==> config.mk <==
export PLATFORM = sky130hd
export DESIGN_NAME = atapi_packet_command_engine
export DESIGN_NICKNAME = d
export VERILOG_FILES = /design/src/rtl/core/apce_pkg.sv /design/src/rtl/core/atapi_packet_command_engine.sv /design/src/rtl/core/apce_step.sv
export SDC_FILE = /design/constraint.sdc
export NUM_CORES = 1
export LEC_CHECK = 0
export BUFFER_PORTS_ARGS = -buffer_cell sky130_fd_sc_hd__buf_2
export CORE_ASPECT_RATIO = 1.25
export CORE_MARGIN = 3
export CORE_UTILIZATION = 44
export DETAILED_ROUTE_END_ITERATION = 10
export HOLD_SLACK_MARGIN = 0.02
export REMOVE_ABC_BUFFERS = 1
export SYNTH_ARGS = -nofsm -noshare
export SYNTH_HDL_FRONTEND = slang
export SYNTH_SLANG_ARGS = --single-unit
export TNS_END_PERCENT = 1
==> constraint.sdc <==
create_clock -name clock -period 19.21 [get_ports clock]
set_input_delay 1.921 -clock clock [delete_from_list [all_inputs] [get_ports clock]]
set_output_delay 1.921 -clock clock [all_outputs]
set_load 0.03 [all_outputs]
==> src/rtl/core/apce_pkg.sv <==
// Shared types and constants of the ATAPI packet command engine.
`default_nettype none

package apce_pkg;

   // request kinds
   localparam logic [1:0] REQ_START = 2'd0;
   localparam logic [1:0] REQ_TICK  = 2'd1;
   localparam logic [1:0] REQ_POLL  = 2'd2;
   localparam logic [1:0] REQ_LOAD  = 2'd3;

   // result actions
   localparam logic [2:0] ACT_WAIT     = 3'd0;
   localparam logic [2:0] ACT_HEAD     = 3'd1;
   localparam logic [2:0] ACT_PACKET   = 3'd2;
   localparam logic [2:0] ACT_WRITE    = 3'd3;
   localparam logic [2:0] ACT_STORE    = 3'd4;
   localparam logic [2:0] ACT_FINISH   = 3'd5;
   localparam logic [2:0] ACT_PKT_READ = 3'd6;

   // completion codes
   localparam logic [2:0] STS_OK          = 3'd0;
   localparam logic [2:0] STS_BAD_DEVICE  = 3'd1;
   localparam logic [2:0] STS_SEL_TIMEOUT = 3'd2;
   localparam logic [2:0] STS_CMD_TIMEOUT = 3'd3;
   localparam logic [2:0] STS_DEV_ERROR   = 3'd4;

   // interrupt reason codes
   localparam logic [1:0] RSN_DATA_OUT   = 2'd0;
   localparam logic [1:0] RSN_PACKET_OUT = 2'd1;
   localparam logic [1:0] RSN_DATA_IN    = 2'd2;
   localparam logic [1:0] RSN_PACKET_IN  = 2'd3;

   // sequencer phases
   localparam logic [1:0] PH_IDLE = 2'd0;
   localparam logic [1:0] PH_SEL1 = 2'd1;
   localparam logic [1:0] PH_SEL2 = 2'd2;
   localparam logic [1:0] PH_XFER = 2'd3;

   // status register masks
   localparam logic [7:0] STAT_BSY_DRDY = 8'hC0;
   localparam logic [7:0] STAT_DRDY     = 8'h40;
   localparam logic [7:0] STAT_ACTIVE   = 8'h89;
   localparam logic [7:0] STAT_BSY      = 8'h80;
   localparam logic [7:0] STAT_CHK      = 8'h01;

   localparam logic [7:0] HEAD_MASTER   = 8'hA0;
   localparam logic [7:0] HEAD_SLAVE    = 8'hB0;
   localparam logic [7:0] DEVICE_MAX    = 8'h03;
   localparam logic [7:0] TIMEOUT_RESET = 8'd200;

   typedef struct packed {
      logic [1:0]  req_type;
      logic [7:0]  device;
      logic [31:0] transfer_length;
      logic [2:0]  packet_index;
      logic [15:0] host_word;
      logic [7:0]  status;
      logic [1:0]  reason;
      logic [7:0]  error_value;
      logic [15:0] device_word;
   } req_item_type;

   typedef struct packed {
      logic [2:0]  action;
      logic        channel;
      logic [7:0]  head_value;
      logic [15:0] data_word;
      logic [31:0] buf_offset;
      logic [1:0]  byte_count;
      logic [2:0]  status_code;
      logic [7:0]  error_byte;
      logic        done_res;
   } rsp_item_type;

   typedef struct packed {
      logic [1:0]  phase;
      logic [1:0]  selected_device;
      logic [31:0] remaining_bytes;
      logic [31:0] data_offset;
      logic [7:0]  elapsed_ticks;
   } state_type;

endpackage

`default_nettype wire

==> src/rtl/core/atapi_packet_command_engine.sv <==
// ATAPI PIO packet command engine: handshake registers, state and packet store.
//
// Request channel (req_*): one transfer per item; req_type selects start, tick,
// status poll or packet word load, and the other fields carry its operands.
// Result channel (rsp_*): exactly one result transfer per request transfer, in
// order. Configuration (csr_*): csr_wr_en writes csr_wr_data into the timeout
// register (ticks allowed per wait phase); write only while the engine is idle.
// Path: a request taken sits in the input register, is decoded there against
// the sequencer state, and its result is captured in the result register,
// which presents it on rsp_valid; a stalled result holds back the decode.
// Throughput: one item per cycle unless rsp_stall holds a pending result; the
// state update is a single pass of compare and 32-bit add/subtract logic
// between the input and result registers.
// Stall: while rsp_stall holds a pending result, one more request is taken into
// the input register, then req_stall rises until the result transfers.
// Reset: synchronous; sequencer idle, drive 0, counts cleared, timeout 200,
// both registers empty. Packet store contents are undefined until loaded.
`default_nettype none

module atapi_packet_command_engine #(
   parameter int PACKET_WORDS = 8
) (
   input  wire logic        clock,
   input  wire logic        reset,
   input  wire logic        req_valid,
   output logic             req_stall,
   input  wire logic [1:0]  req_type,
   input  wire logic [7:0]  req_device,
   input  wire logic [31:0] req_transfer_length,
   input  wire logic [2:0]  req_packet_index,
   input  wire logic [15:0] req_host_word,
   input  wire logic [7:0]  req_status,
   input  wire logic [1:0]  req_reason,
   input  wire logic [7:0]  req_error_value,
   input  wire logic [15:0] req_device_word,
   output logic             rsp_valid,
   input  wire logic        rsp_stall,
   output logic [2:0]       rsp_action,
   output logic             rsp_channel,
   output logic [7:0]       rsp_head_value,
   output logic [15:0]      rsp_data_word,
   output logic [31:0]      rsp_buf_offset,
   output logic [1:0]       rsp_byte_count,
   output logic [2:0]       rsp_status_code,
   output logic [7:0]       rsp_error_byte,
   output logic             rsp_done_res,
   input  wire logic        csr_wr_en,
   input  wire logic [7:0]  csr_wr_data
);

   localparam int PTR_W = $clog2(PACKET_WORDS);

   logic                   in_valid_ff;
   logic                   in_valid_in;
   apce_pkg::req_item_type in_item_ff;
   logic                   out_valid_ff;
   logic                   out_valid_in;
   apce_pkg::rsp_item_type out_item_ff;
   apce_pkg::state_type    state_ff;
   apce_pkg::state_type    state_in;
   logic [PTR_W-1:0]       ptr_ff;
   logic [PTR_W-1:0]       ptr_in;
   logic [7:0]             timeout_ff;
   logic [15:0]            pkt_store_ff [PACKET_WORDS];

   apce_pkg::rsp_item_type step_rsp;
   logic                   st_we;
   logic [PTR_W-1:0]       st_addr;
   logic [15:0]            st_data;
   logic                   req_take;
   logic                   step_fire;

   assign step_fire    = in_valid_ff && !(out_valid_ff && rsp_stall);
   assign req_stall    = in_valid_ff && out_valid_ff && rsp_stall;
   assign req_take     = req_valid && !req_stall;
   assign in_valid_in  = req_take || (in_valid_ff && !step_fire);
   assign out_valid_in = step_fire || (out_valid_ff && rsp_stall);

   apce_step #(
      .PACKET_WORDS(PACKET_WORDS)
   ) u_step (
      .item      (in_item_ff),
      .state_cur (state_ff),
      .ptr_cur   (ptr_ff),
      .pkt_word  (pkt_store_ff[ptr_ff]),
      .timeout   (timeout_ff),
      .rsp       (step_rsp),
      .state_nxt (state_in),
      .ptr_nxt   (ptr_in),
      .st_we     (st_we),
      .st_addr   (st_addr),
      .st_data   (st_data)
   );

   always_ff @(posedge clock) begin
      if (reset) begin
         in_valid_ff  <= 1'b0;
         out_valid_ff <= 1'b0;
         state_ff     <= '0;
         ptr_ff       <= '0;
         timeout_ff   <= apce_pkg::TIMEOUT_RESET;
      end else begin
         in_valid_ff  <= in_valid_in;
         out_valid_ff <= out_valid_in;
         if (step_fire) begin
            state_ff <= state_in;
            ptr_ff   <= ptr_in;
         end
         if (csr_wr_en) begin
            timeout_ff <= csr_wr_data;
         end
      end
   end

   always_ff @(posedge clock) begin
      if (req_take) begin
         in_item_ff.req_type        <= req_type;
         in_item_ff.device          <= req_device;
         in_item_ff.transfer_length <= req_transfer_length;
         in_item_ff.packet_index    <= req_packet_index;
         in_item_ff.host_word       <= req_host_word;
         in_item_ff.status          <= req_status;
         in_item_ff.reason          <= req_reason;
         in_item_ff.error_value     <= req_error_value;
         in_item_ff.device_word     <= req_device_word;
      end
      if (step_fire) begin
         out_item_ff <= step_rsp;
      end
      if (step_fire && st_we) begin
         pkt_store_ff[st_addr] <= st_data;
      end
   end

   assign rsp_valid       = out_valid_ff;
   assign rsp_action      = out_item_ff.action;
   assign rsp_channel     = out_item_ff.channel;
   assign rsp_head_value  = out_item_ff.head_value;
   assign rsp_data_word   = out_item_ff.data_word;
   assign rsp_buf_offset  = out_item_ff.buf_offset;
   assign rsp_byte_count  = out_item_ff.byte_count;
   assign rsp_status_code = out_item_ff.status_code;
   assign rsp_error_byte  = out_item_ff.error_byte;
   assign rsp_done_res    = out_item_ff.done_res;

   a_reset_idle: assert property (@(posedge clock)
      $past(reset) |-> (state_ff.phase == apce_pkg::PH_IDLE && !out_valid_ff && !in_valid_ff))
      else $error("engine not idle after reset");

   a_idle_no_ticks: assert property (@(posedge clock) disable iff (reset)
      (state_ff.phase == apce_pkg::PH_IDLE) |-> (state_ff.elapsed_ticks == 8'd0))
      else $error("tick count left over in idle phase");

   a_remaining_falls: assert property (@(posedge clock) disable iff (reset)
      (step_fire && in_item_ff.req_type != apce_pkg::REQ_START)
      |=> (state_ff.remaining_bytes <= $past(state_ff.remaining_bytes)))
      else $error("remaining byte count grew outside a start");

   a_bytes_on_move: assert property (@(posedge clock) disable iff (reset)
      (out_valid_ff && out_item_ff.byte_count != 2'd0)
      |-> (out_item_ff.action == apce_pkg::ACT_WRITE
           || out_item_ff.action == apce_pkg::ACT_STORE
           || out_item_ff.action == apce_pkg::ACT_PKT_READ))
      else $error("byte count on a result that moves no word");

   a_done_finish: assert property (@(posedge clock) disable iff (reset)
      out_valid_ff |-> (out_item_ff.done_res == (out_item_ff.action == apce_pkg::ACT_FINISH)))
      else $error("done flag disagrees with finish action");

endmodule

`default_nettype wire

==> src/rtl/core/apce_step.sv <==
// Per-item sequencer logic: next state, packet store write and result for one item.
`default_nettype none

module apce_step #(
   parameter int PACKET_WORDS = 8
) (
   input  wire apce_pkg::req_item_type              item,
   input  wire apce_pkg::state_type                 state_cur,
   input  wire logic [$clog2(PACKET_WORDS)-1:0]     ptr_cur,
   input  wire logic [15:0]                         pkt_word,
   input  wire logic [7:0]                          timeout,
   output apce_pkg::rsp_item_type                   rsp,
   output apce_pkg::state_type                      state_nxt,
   output logic [$clog2(PACKET_WORDS)-1:0]          ptr_nxt,
   output logic                                     st_we,
   output logic [$clog2(PACKET_WORDS)-1:0]          st_addr,
   output logic [15:0]                              st_data
);

   localparam int PTR_W = $clog2(PACKET_WORDS);
   localparam logic [PTR_W-1:0] PTR_LAST = PTR_W'(PACKET_WORDS - 1);

   logic             ready;
   logic             rem_many;
   logic             rem_one;
   logic [15:0]      in_word;
   logic [PTR_W-1:0] ptr_inc;

   assign ready    = (item.status & apce_pkg::STAT_BSY_DRDY) == apce_pkg::STAT_DRDY;
   assign rem_many = state_cur.remaining_bytes > 32'd1;
   assign rem_one  = state_cur.remaining_bytes == 32'd1;
   assign ptr_inc  = (ptr_cur == PTR_LAST) ? '0 : ptr_cur + PTR_W'(1);
   assign in_word  = (item.reason == apce_pkg::RSN_DATA_OUT) ? item.host_word
                                                              : item.device_word;

   always_comb begin
      rsp       = '0;
      state_nxt = state_cur;
      ptr_nxt   = ptr_cur;
      st_we     = 1'b0;
      st_addr   = ptr_cur;
      st_data   = item.device_word;
      rsp.action = apce_pkg::ACT_WAIT;

      case (item.req_type)
         apce_pkg::REQ_START: begin
            if (item.device > apce_pkg::DEVICE_MAX) begin
               rsp.action                = apce_pkg::ACT_FINISH;
               rsp.status_code           = apce_pkg::STS_BAD_DEVICE;
               rsp.done_res              = 1'b1;
               state_nxt.phase           = apce_pkg::PH_IDLE;
               state_nxt.elapsed_ticks   = '0;
            end else begin
               state_nxt.selected_device = item.device[1:0];
               state_nxt.remaining_bytes = item.transfer_length;
               state_nxt.data_offset     = '0;
               state_nxt.elapsed_ticks   = '0;
               state_nxt.phase           = apce_pkg::PH_SEL1;
               ptr_nxt                   = '0;
            end
         end
         apce_pkg::REQ_TICK: begin
            if (state_cur.phase != apce_pkg::PH_IDLE) begin
               if (state_cur.elapsed_ticks >= timeout) begin
                  rsp.action      = apce_pkg::ACT_FINISH;
                  rsp.status_code = (state_cur.phase == apce_pkg::PH_XFER)
                                    ? apce_pkg::STS_CMD_TIMEOUT
                                    : apce_pkg::STS_SEL_TIMEOUT;
                  rsp.done_res            = 1'b1;
                  state_nxt.phase         = apce_pkg::PH_IDLE;
                  state_nxt.elapsed_ticks = '0;
               end else begin
                  state_nxt.elapsed_ticks = state_cur.elapsed_ticks + 8'd1;
               end
            end
         end
         apce_pkg::REQ_POLL: begin
            case (state_cur.phase)
               apce_pkg::PH_SEL1: begin
                  if (ready) begin
                     rsp.action              = apce_pkg::ACT_HEAD;
                     rsp.head_value          = state_cur.selected_device[0]
                                               ? apce_pkg::HEAD_SLAVE
                                               : apce_pkg::HEAD_MASTER;
                     state_nxt.phase         = apce_pkg::PH_SEL2;
                     state_nxt.elapsed_ticks = '0;
                  end
               end
               apce_pkg::PH_SEL2: begin
                  if (ready) begin
                     rsp.action              = apce_pkg::ACT_PACKET;
                     state_nxt.phase         = apce_pkg::PH_XFER;
                     state_nxt.elapsed_ticks = '0;
                  end
               end
               apce_pkg::PH_XFER: begin
                  if ((item.status & apce_pkg::STAT_ACTIVE) == 8'h00) begin
                     rsp.action              = apce_pkg::ACT_FINISH;
                     rsp.status_code         = apce_pkg::STS_OK;
                     rsp.done_res            = 1'b1;
                     state_nxt.phase         = apce_pkg::PH_IDLE;
                     state_nxt.elapsed_ticks = '0;
                  end else if ((item.status & apce_pkg::STAT_BSY) != 8'h00) begin
                     rsp.action = apce_pkg::ACT_WAIT;
                  end else if ((item.status & apce_pkg::STAT_CHK) != 8'h00) begin
                     rsp.action              = apce_pkg::ACT_FINISH;
                     rsp.status_code         = apce_pkg::STS_DEV_ERROR;
                     rsp.error_byte          = item.error_value;
                     rsp.done_res            = 1'b1;
                     state_nxt.phase         = apce_pkg::PH_IDLE;
                     state_nxt.elapsed_ticks = '0;
                  end else begin
                     state_nxt.elapsed_ticks = '0;
                     case (item.reason)
                        apce_pkg::RSN_DATA_OUT, apce_pkg::RSN_DATA_IN: begin
                           rsp.action     = (item.reason == apce_pkg::RSN_DATA_OUT)
                                            ? apce_pkg::ACT_WRITE
                                            : apce_pkg::ACT_STORE;
                           rsp.buf_offset = state_cur.data_offset;
                           if (rem_many) begin
                              rsp.data_word             = in_word;
                              rsp.byte_count            = 2'd2;
                              state_nxt.remaining_bytes = state_cur.remaining_bytes - 32'd2;
                              state_nxt.data_offset     = state_cur.data_offset + 32'd2;
                           end else if (rem_one) begin
                              rsp.data_word             = {8'h00, in_word[7:0]};
                              rsp.byte_count            = 2'd1;
                              state_nxt.remaining_bytes = '0;
                              state_nxt.data_offset     = state_cur.data_offset + 32'd1;
                           end
                        end
                        apce_pkg::RSN_PACKET_OUT: begin
                           rsp.action     = apce_pkg::ACT_WRITE;
                           rsp.data_word  = pkt_word;
                           rsp.byte_count = 2'd2;
                           ptr_nxt        = ptr_inc;
                        end
                        default: begin
                           rsp.action     = apce_pkg::ACT_PKT_READ;
                           rsp.data_word  = item.device_word;
                           rsp.byte_count = 2'd2;
                           st_we          = 1'b1;
                           ptr_nxt        = ptr_inc;
                        end
                     endcase
                  end
               end
               default: begin
                  rsp.action = apce_pkg::ACT_WAIT;
               end
            endcase
         end
         default: begin
            // slots at or past the packet size are dropped
            if (32'(item.packet_index) < 32'(PACKET_WORDS)) begin
               st_we   = 1'b1;
               st_addr = PTR_W'(item.packet_index);
               st_data = item.host_word;
            end
         end
      endcase

      rsp.channel = state_nxt.selected_device[1];
   end

endmodule

`default_nettype wire
==> results by group, run 1 <==
Timing
  – RSZ-0062 raised after global routing: false
  – Final worst slack: between 10 and 15 ns
  – Setup violators final: 0
  – Worst slew pin tran: 1.14 ns
  – Total negative slack: 0 ns
  – Fmax: 226 MHz
  – Period utilisation layout: 23.0%
  – Final Max Slew Viols: 0
  – Final Critical Period: 4.43 ns
  – Relative slew margins: 23.6%
  – Final Hold Viols: 0
  – Clk_skew: about 0.014 ns

Global routing
  – Vias in the first global route: 10200
  – GRT Resource Usage Total: 18.7%
  – Initial antenna violation count: 0
  – Global-route wire length before repair: about 57 mm
  – Overflow after GRT: 0
  – Largest net degree at the start of global routing: 58

Outcome
  – Outcome: finished, final reports clean

Routing
  – Final WL: 36.7 mm
  – Antenna-violating nets left: 0
  – 1st-pass router iterations: 5
  – Vias/cell: 5.52
  – # DRC: 0
  – WL/cell: ~20 um
  – Via Count: around 10000
  – DRT iter0 DRCs: about 840

Logic synthesis
  – Unique masters post-synth: 67
  – XOR/XNOR share of the synthesized area: under 10%
  – Synth warn: 0
  – Area leader, netlist: edfxtp_1
  – Syn Inst Count: between 1000 and 1500
  – Largest cells by area after synthesis: edfxtp_1, dfxtp_1, mux4_2
  – Mux share of post-synthesis cell area: 7.65%
  – Mean post-synth cell area: 13.4 um^2
  – Cell area after synthesis: between 15000 and 20000 um^2
  – Compound-gate portion of the synthesized area: a little under a tenth
  – Seq cells post-synth: 379
  – Post-synth EDFFs: 287
  – Ys flop type: edfxtp_1
  – Synth Area in Simple Gates: 11.8%
  – Main combinational cell family by area after synthesis: simple AND/OR/NAND/NOR gates
  – Seq/Total Area, Yosys: between 60 and 70%
  – FFs w/ async S/R, synth: 0%
  – Synth Area in Adders: between 1.5 and 2%
  – Share of the synthesized area in the top cell type: 53.9%

Floorplan
  – Die height: 219 um
  – Initial Utilization: 44.9%
  – Die X: 177 um
  – Num ports: 184
  – Die footprint: slightly below 40000 um^2
  – Row count: between 70 and 80
  – CORE AREA: 35600 um^2

Layout
  – Core Util, Final: 52.8%
  – Area Growth Syn to Fin: 17.6%
  – FILL cells: between 3000 and 4000
  – Share of layout cells above drive strength 1: 24.4%
  – Non-Filler Instances: between 1500 and 2000
  – N_diodes: 0
  – Multi-input logic area: about 5200 um^2
  – Nets: 1501
  – Sequential Area: 10500 um^2

Clock tree
  – CTS buffer count: 40
  – Clk root buf: clkbuf_16
  – Hold buffer count at CTS: 0
  – Clock-pin transition on the worst setup and hold timing paths: 0.06 ns
  – CTS sink cnt: ~380
  – CTS tree: built
  – Postcts setup bufs: 0
  – Worst-Skew Late Latency: between 0.5 and 0.6 ns
  – # H-tree levels: 2
  – CTS resizes: 0
  – Max Buffers Root-to-Sink: 3

Place
  – Post-Place Worst Slack: 14.55 ns
  – PortBufs: 174
  – RePlAce Congestion: 0.848
  – Hpwl dp: ~23 mm
  – Placed Cells: 1800

Power and ir drop
  – Leakage power: between 6 and 7 nW
  – Comb power frac: roughly 5.9%
  – Net Sw Power: 404 uW
  – Sw Share: between 20 and 25%
  – Int Power: 1.43 mW
  – Clk pwr share: between 40% and 50%
  – Overall Power: 1.84 mW
  – PwrDens: about 100 nW/um^2
  – Peak supply drop: approximately 87 uV
  – Flop pwr share: 49.9%

Worst setup path
  – Crit path cell chain: buf_2, and3_1, buf_2
  – Reg-to-Reg Start: in_item_ff[92]
  – Crit start category: primary input
  – Max incr delay on CP: 0.24 ns
  – R2R setup slack: 15.65 ns
  – Top delay family on crit path: buffers and inverters
  – Setup CP Type: primary input to primary output
  – Register-to-Register Path Depth: 6
  – Crit. End Element: primary output
  – Crit path max-delay cell type: and3_1
  – Worst path required time: approximately 17 ns
  – Bufs and invs on worst path: 2
  – Critical Path Fanout Max: 3
  – Top cell by count, worst path: buf_2
  – Worst r2r dst: state_ff[32]
  – Crit path DAT: 2.51 ns

Hold path
  – Hold Crit Depth: 2
  – WHS Endpoint: state_ff[72]
  – Hold WC Path Type: register to register
  – Hold_sp: state_ff[72]

Run
  – # Max-Cap Violations: 0
flip-flops by register name, indices dropped and copies added (netlist names), 3 cells and up, named ones only:
register         count
in_item_ff          91
pkt_store_ff       128
ptr_ff               3
rsp_action           3
rsp_buf_offset      32
rsp_data_word       16
rsp_error_byte       8
rsp_status_code      3
state_ff            76
timeout_ff           8
cells in the mapped netlist (all sizes together), types with 3 or more instances:
master,n
or4,24
o31ai,13
clkbuf,53
mux2i,30
nor3,22
a21o,3
o32ai,4
dfxtp,92
a31oi,7
a32oi,6
edfxtp,287
nand3,18
ha,25
o21ai,32
xnor2,17
a32o,5
a221o,8
mux2,18
nor2,99
o41ai,6
xor2,7
nand4,17
nor2b,7
nand2,73
and2,39
a211oi,18
mux4,32
o211ai,13
or3,6
or4b,3
o21a,9
a21oi,70
and3,17
nor3b,3
a2111oi,10
nand2b,8
nor4,17
buf,14
or2,4
inv,32
a221oi,3
and4,3
cells in the final DEF, fill, tap and decap left out, types with 8 or more instances in the layout:
cell       synthesis  routed
edfxtp_1         287     287
buf_2              1     174
nor2_1            99      91
dfxtp_1           92      90
nand2_1           73      73
a21oi_1           70      70
clkbuf_16          0      41
and2_1            39      39
inv_1             32      32
mux4_2            32      32
o21ai_0           30      30
mux2i_1           30      30
ha_1              25      25
or4_1             22      22
nor3_1            22      22
buf_4              6      19
mux2_2            18      18
nand3_1           18      18
a211oi_1          18      18
nand4_1           17      17
and3_1            17      17
xnor2_1           17      17
o31ai_1           13      13
o211ai_1          13      13
nor4_1            15      13
a2111oi_0         10      10
o21a_1             9       9
nand2b_1           8       8
nor2_2             0       8
a221o_1            8       8
clkinv_2           0       8
kinds of logic (layout without fill, tap and decap cells):
family | count (synthesis) | count (layout)
AND/OR/NAND/NOR | 364 | 364
buffers and inverters | 99 | 299
flip-flops | 379 | 379
XOR/XNOR | 24 | 24
AO/OA/AOI/OAI | 224 | 224
adder cells (fa/ha/maj) | 25 | 25
other | 1 | 5
multiplexers | 80 | 80
worst max-delay path by stage:
stage          depth (start not counted)      start  slack [ns]           end
4_1_cts                                3  rsp_stall       14.77     req_stall
6_report                               3  rsp_stall       14.78     req_stall
3_5_place_dp                           8  rsp_stall       14.55  state_ff[32]
2_1_floorplan                          6  rsp_stall       11.58  state_ff[60]
5_1_grt                                3  rsp_stall       14.72     req_stall
3_3_place_gp                           8  rsp_stall       14.57  state_ff[32]
power by group through the flow:
stage / Clock, mW / Sequential, mW / Combinational (mW)
2_1_floorplan: 0 / 0.946 / 0.0497
3_3_place_gp: 0 / 0.933 / 0.106
3_5_place_dp: 0 / 0.933 / 0.108
4_1_cts: 0.833 / 0.916 / 0.108
5_1_grt: 0.864 / 0.917 / 0.118
6_report: 0.814 / 0.916 / 0.107
metrics by stage:
stage | cell area, um^2 | hold WS [ns]
after floorplan | 15700 | 0.445
after detailed placement | 17400 | 0.480
final | 18800 | 0.488
after CTS | 18800 | 0.494
after global routing | 18800 | 0.516
after global placement | 17400 | 0.465
tightest hold or removal path, stage by stage, from the launching register on:
cell and delay (ns):
dfxtp_1 0.32, mux2i_1 0.06, nor2_1 0.07
final cells by class:
cell class / instances / share of cell area [%]
clock buffer: 50 / 5.90
clock inverter: 24 / 1.54
inverter: 32 / 0.638
multi-input combinational: 722 / 27.8
sequential: 379 / 55.6
tap: 474 / 3.15
timing repair buffer: 193 / 5.39
layer usage:
layer,track usage (%),vias to the layer above,part of all wire [%]
li1,-,4941,-
met1,23.6,5053,41
met2,33.5,285,52
met3,2.61,60,5.0
met4,5.66,0,2.4
met5,0,-,0
Note: power is estimated with default switching activity, not from simulation.
==> inputs of run 2 (changes only) <==
--- a/config.mk
+++ b/config.mk
@@ -5,6 +5,7 @@
 export SDC_FILE = /design/constraint.sdc
 export NUM_CORES = 1
 export LEC_CHECK = 0
+export ABC_AREA = 1
 export BUFFER_PORTS_ARGS = -buffer_cell sky130_fd_sc_hd__buf_2
 export CORE_ASPECT_RATIO = 1.25
 export CORE_MARGIN = 3
==> constraint.sdc (replaced) <==
create_clock -name clock -period 4.4 [get_ports clock]
set_input_delay 0.44 -clock clock [delete_from_list [all_inputs] [get_ports clock]]
set_output_delay 0.44 -clock clock [all_outputs]
set_load 0.03 [all_outputs]
==> results by group, run 2 <==
Outcome
  – Outcome: finished, final reports clean (unchanged)

Timing
  – Final Critical Period: about 3.2 ns
  – Relative slew margins: 29.2% (was 23.6%)
  – Total negative slack: 0 ns (unchanged)
  – Final Hold Slack: 0.0823 ns (was 0.488 ns)
  – RSZ-0062 raised after global routing: false (unchanged)
  – Final worst slack: 1.18 ns (was 14.78 ns)
  – Setup violators final: 0 (unchanged)
  – Final Hold Viols: 0 (unchanged)
  – Clk_skew: 0.0120 ns (was 0.0145 ns)
  – Fmax: 311 MHz
  – Final Max Slew Viols: 0 (unchanged)
  – Worst slew pin tran: 1.06 ns (was 1.14 ns)
  – Period utilisation layout: around 73%

Clock tree
  – CTS sink cnt: 379 (unchanged)
  – CTS buffer count: 39 (was 40)
  – CTS resizes: 0 (unchanged)
  – Postcts setup bufs: 0 (unchanged)
  – Hold buffer count at CTS: 0 (unchanged)
  – Clk root buf: clkbuf_16 (unchanged)
  – CTS tree: built (unchanged)
  – Clock-pin transition on the worst setup and hold timing paths: 0.06 ns (about the same)
  – Max Buffers Root-to-Sink: 3 (unchanged)
  – # H-tree levels: 2 (unchanged)
  – Worst-Skew Late Latency: 0.53 ns (was 0.54 ns)

Layout
  – Multi-input logic area: 5400 um^2 (was 5230 um^2)
  – Commonest cells after routing, fill and taps aside: nor2_1, edfxtp_1, nand2_1 (was edfxtp_1, buf_2, nor2_1)
  – Max reg flops: 128 (unchanged)
  – Sequential Area: 10500 um^2 (about the same)
  – Nets: 2024 (was 1501)
  – Area Growth Syn to Fin: 15.3% (was 17.6%)
  – Share of layout cells above drive strength 1: 14.6% (was 24.4%)
  – Commonest non-fill, non-tap cell in the layout: nor2_1 (was edfxtp_1)
  – FILL cells: 3405 (was 3096)
  – Top Registers: pkt_store_ff x128, in_item_ff x91, state_ff x76 (unchanged)
  – Largest Register: pkt_store_ff (unchanged)
  – Core Util, Final: 51.7% (was 52.8%)

Routing
  – 1st-pass router iterations: 5 (unchanged)
  – Via Count: 12500 (was 10300)
  – WL/cell: 17.4 um (was 19.6 um)
  – Final WL: 41.9 mm (was 36.7 mm)
  – Antenna-violating nets left: 0 (unchanged)
  – Vias/cell: 5.19 (was 5.52)
  – # DRC: 0 (unchanged)
  – DRT iter0 DRCs: 840 (was 837)

Worst setup path
  – Critical Path Fanout Max: 20 (was 3)
  – Worst r2r dst: rsp_data_word[12] (was state_ff[32])
  – Worst path required time: 4.72 ns (was 17.29 ns)
  – Crit path cell chain: inv_1, ha_1, buf_4, inv_1, or2_2, nor3_1, nand2_1, a31oi_1 (was buf_2, and3_1, buf_2)
  – Crit path max-delay cell type: nand2_1 (was and3_1)
  – Bufs and invs on worst path: 3 (was 2)
  – Top delay family on crit path: simple AND/OR/NAND/NOR gates (was buffers and inverters)
  – Reg-to-Reg Start: in_item_ff[93] (was in_item_ff[92])
  – Max incr delay on CP: 0.69 ns (was 0.24 ns)
  – Crit. End Element: register (was primary output)
  – Register-to-Register Path Depth: 8 (was 6)
  – Crit start category: register (was primary input)
  – R2R setup slack: 1.18 ns (was 15.65 ns)
  – Top cell by count, worst path: inv_1 (was buf_2)
  – Setup CP Type: register to register (was primary input to primary output)
  – Crit path DAT: 3.54 ns (was 2.51 ns)

Logic synthesis
  – Commonest cells post-synth: nor2_1, edfxtp_1, nand2_1, o21ai_0, inv_1 (was edfxtp_1, nor2_1, dfxtp_1, nand2_1, a21oi_1)
  – Syn Inst Count: 1717 (was 1196)
  – Seq cells post-synth: 379 (unchanged)
  – Ys flop type: edfxtp_1 (unchanged)
  – Cell area after synthesis: 16800 um^2 (was 16000 um^2)
  – Seq/Total Area, Yosys: 62.3% (was 65.4%)
  – Unique masters post-synth: 44 (was 67)
  – Largest cells by area after synthesis: edfxtp_1, dfxtp_1, nor2_1 (was edfxtp_1, dfxtp_1, mux4_2)
  – Post-synth EDFFs: 287 (unchanged)
  – Mean post-synth cell area: 9.77 um^2 (was 13.4 um^2)
  – Area leader, netlist: edfxtp_1 (unchanged)
  – Count leader, synth: nor2_1 (was edfxtp_1)
  – Synth warn: 0 (unchanged)
  – Share of the synthesized area in the top cell type: 51.3% (was 53.9%)
  – FFs w/ async S/R, synth: 0% (unchanged)

Floorplan
  – Die X: 181 um (was 177 um)
  – Row count: 79 (was 77)
  – Die footprint: 40500 um^2 (was 38700 um^2)
  – Initial Utilization: 44.8% (was 44.9%)
  – CORE AREA: 37500 um^2 (was 35600 um^2)
  – Die height: 224 um (was 219 um)
  – Num ports: 184 (unchanged)

Hold path
  – Hold Crit Depth: 1 (was 2)
  – Hold WC Path Type: primary input to register (was register to register)
  – Hold_sp: req_host_word[0] (was state_ff[72])
  – WHS Endpoint: in_item_ff[34] (was state_ff[72])

Place
  – Post-Place Worst Slack: 1.21 ns (was 14.55 ns)
  – Hpwl dp: 27.4 mm (was 23.4 mm)
  – PortBufs: 174 (unchanged)
  – RePlAce Congestion: 0.900 (was 0.848)

Global routing
  – Global-route wire length before repair: 65.1 mm (was 56.6 mm)
  – Overflow after GRT: 0 (unchanged)
  – Largest net degree at the start of global routing: 73 (was 58)
  – GRT Resource Usage Total: 20.2% (was 18.7%)
  – Initial antenna violation count: 2 (was 0)
  – Vias in the first global route: 12000 (was 10200)

Power and ir drop
  – Peak supply drop: 279 uV (was 86.7 uV)
  – PwrDens: 411 nW/um^2 (was 97.6 nW/um^2)
  – Leakage power: 7.39 nW (was 6.61 nW)

Run
  – # Max-Cap Violations: 0 (unchanged)
==> run 2: changes by cell type in the layout (fill, tap and decap cells not counted), sizes merged, moves of 16 or more <==
cell / previous run / this run
a211oi: 18 / 0
and2: 39 / 3
and3: 17 / 1
inv: 34 / 161
mux2: 18 / 0
mux2i: 30 / 0
mux4: 32 / 0
nand2: 73 / 247
nand3: 18 / 79
nor2: 99 / 326
o211ai: 13 / 35
o21ai: 32 / 187
or4: 24 / 0
==> run 2: stage by stage <==
step,instances,power (mW),cell area [um^2]
finish,2408,7.96,19400
global route,2408,8.27,19400
CTS,2406,8.04,19400
detailed placement,2336,4.84,18100
global placement,2336,4.83,18100
floorplan,1652,4.57,16500
==> run 2: power breakdown <==
group | leakage, nW | internal [mW] | switching (mW)
sequential | 3.42 | 3.97 | 0.0483
combinational | 3.38 | 0.209 | 0.538
clock | 0.593 | 1.85 | 1.33
==> run 2: layout make-up <==
| cell class | count | area share (%) |
|---|---|---|
| inverters | 164 | 3.20 |
| diodes | 2 | 0.0259 |
| clock buffers | 55 | 5.67 |
| repair buffers | 198 | 5.43 |
| flip-flops and latches | 379 | 54.0 |
| well taps | 486 | 3.14 |
| clock inverters | 15 | 0.614 |
| multi-input cells | 1109 | 27.9 |
==> run 2: logic make-up after synthesis <==
| family | Yosys count | synth area share (%) |
|---|---|---|
| AOI/OAI and AO/OA | 330 | 10.7 |
| other | 1 | 0.0223 |
| xor gates and xnor gates | 26 | 1.36 |
| adders and majority gates | 25 | 1.86 |
| DFF | 379 | 62.3 |
| buffers and inverters | 233 | 5.64 |
| and+or+nand+nor | 723 | 18.1 |
==> run 2: worst reg2reg max path, delay by kind of cell (launching register included) <==
family	cells	cell delay (ns)
flops	1	0.44
fa+ha+maj	1	0.15
buf+inv	3	0.61
simple gates	3	1.35
compound gates	1	0.48
==> run 2: worst max path at each step <==
stage	startpoint	end	slack, ns	cells past startpoint
floorplan	in_item_ff[93]	pkt_store_ff[0][0]	1.07	9
global placement	in_item_ff[93]	rsp_data_word[3]	1.24	8
detailed placement	in_item_ff[93]	state_ff[62]	1.21	8
CTS	in_item_ff[93]	rsp_data_word[12]	1.19	8
global route	in_item_ff[93]	state_ff[61]	0.88	8
finish	in_item_ff[93]	rsp_data_word[12]	1.18	8
==> run 2: metal layers <==
layer / global-route usage, % / vias up / share of wire (%)
met2: 35.7 / 342 / 51
met4: 6.69 / 0 / 2.5
met3: 2.70 / 72 / 5.0
met1: 25.6 / 5884 / 42
met5: 0 / - / 0
li1: - / 6197 / -
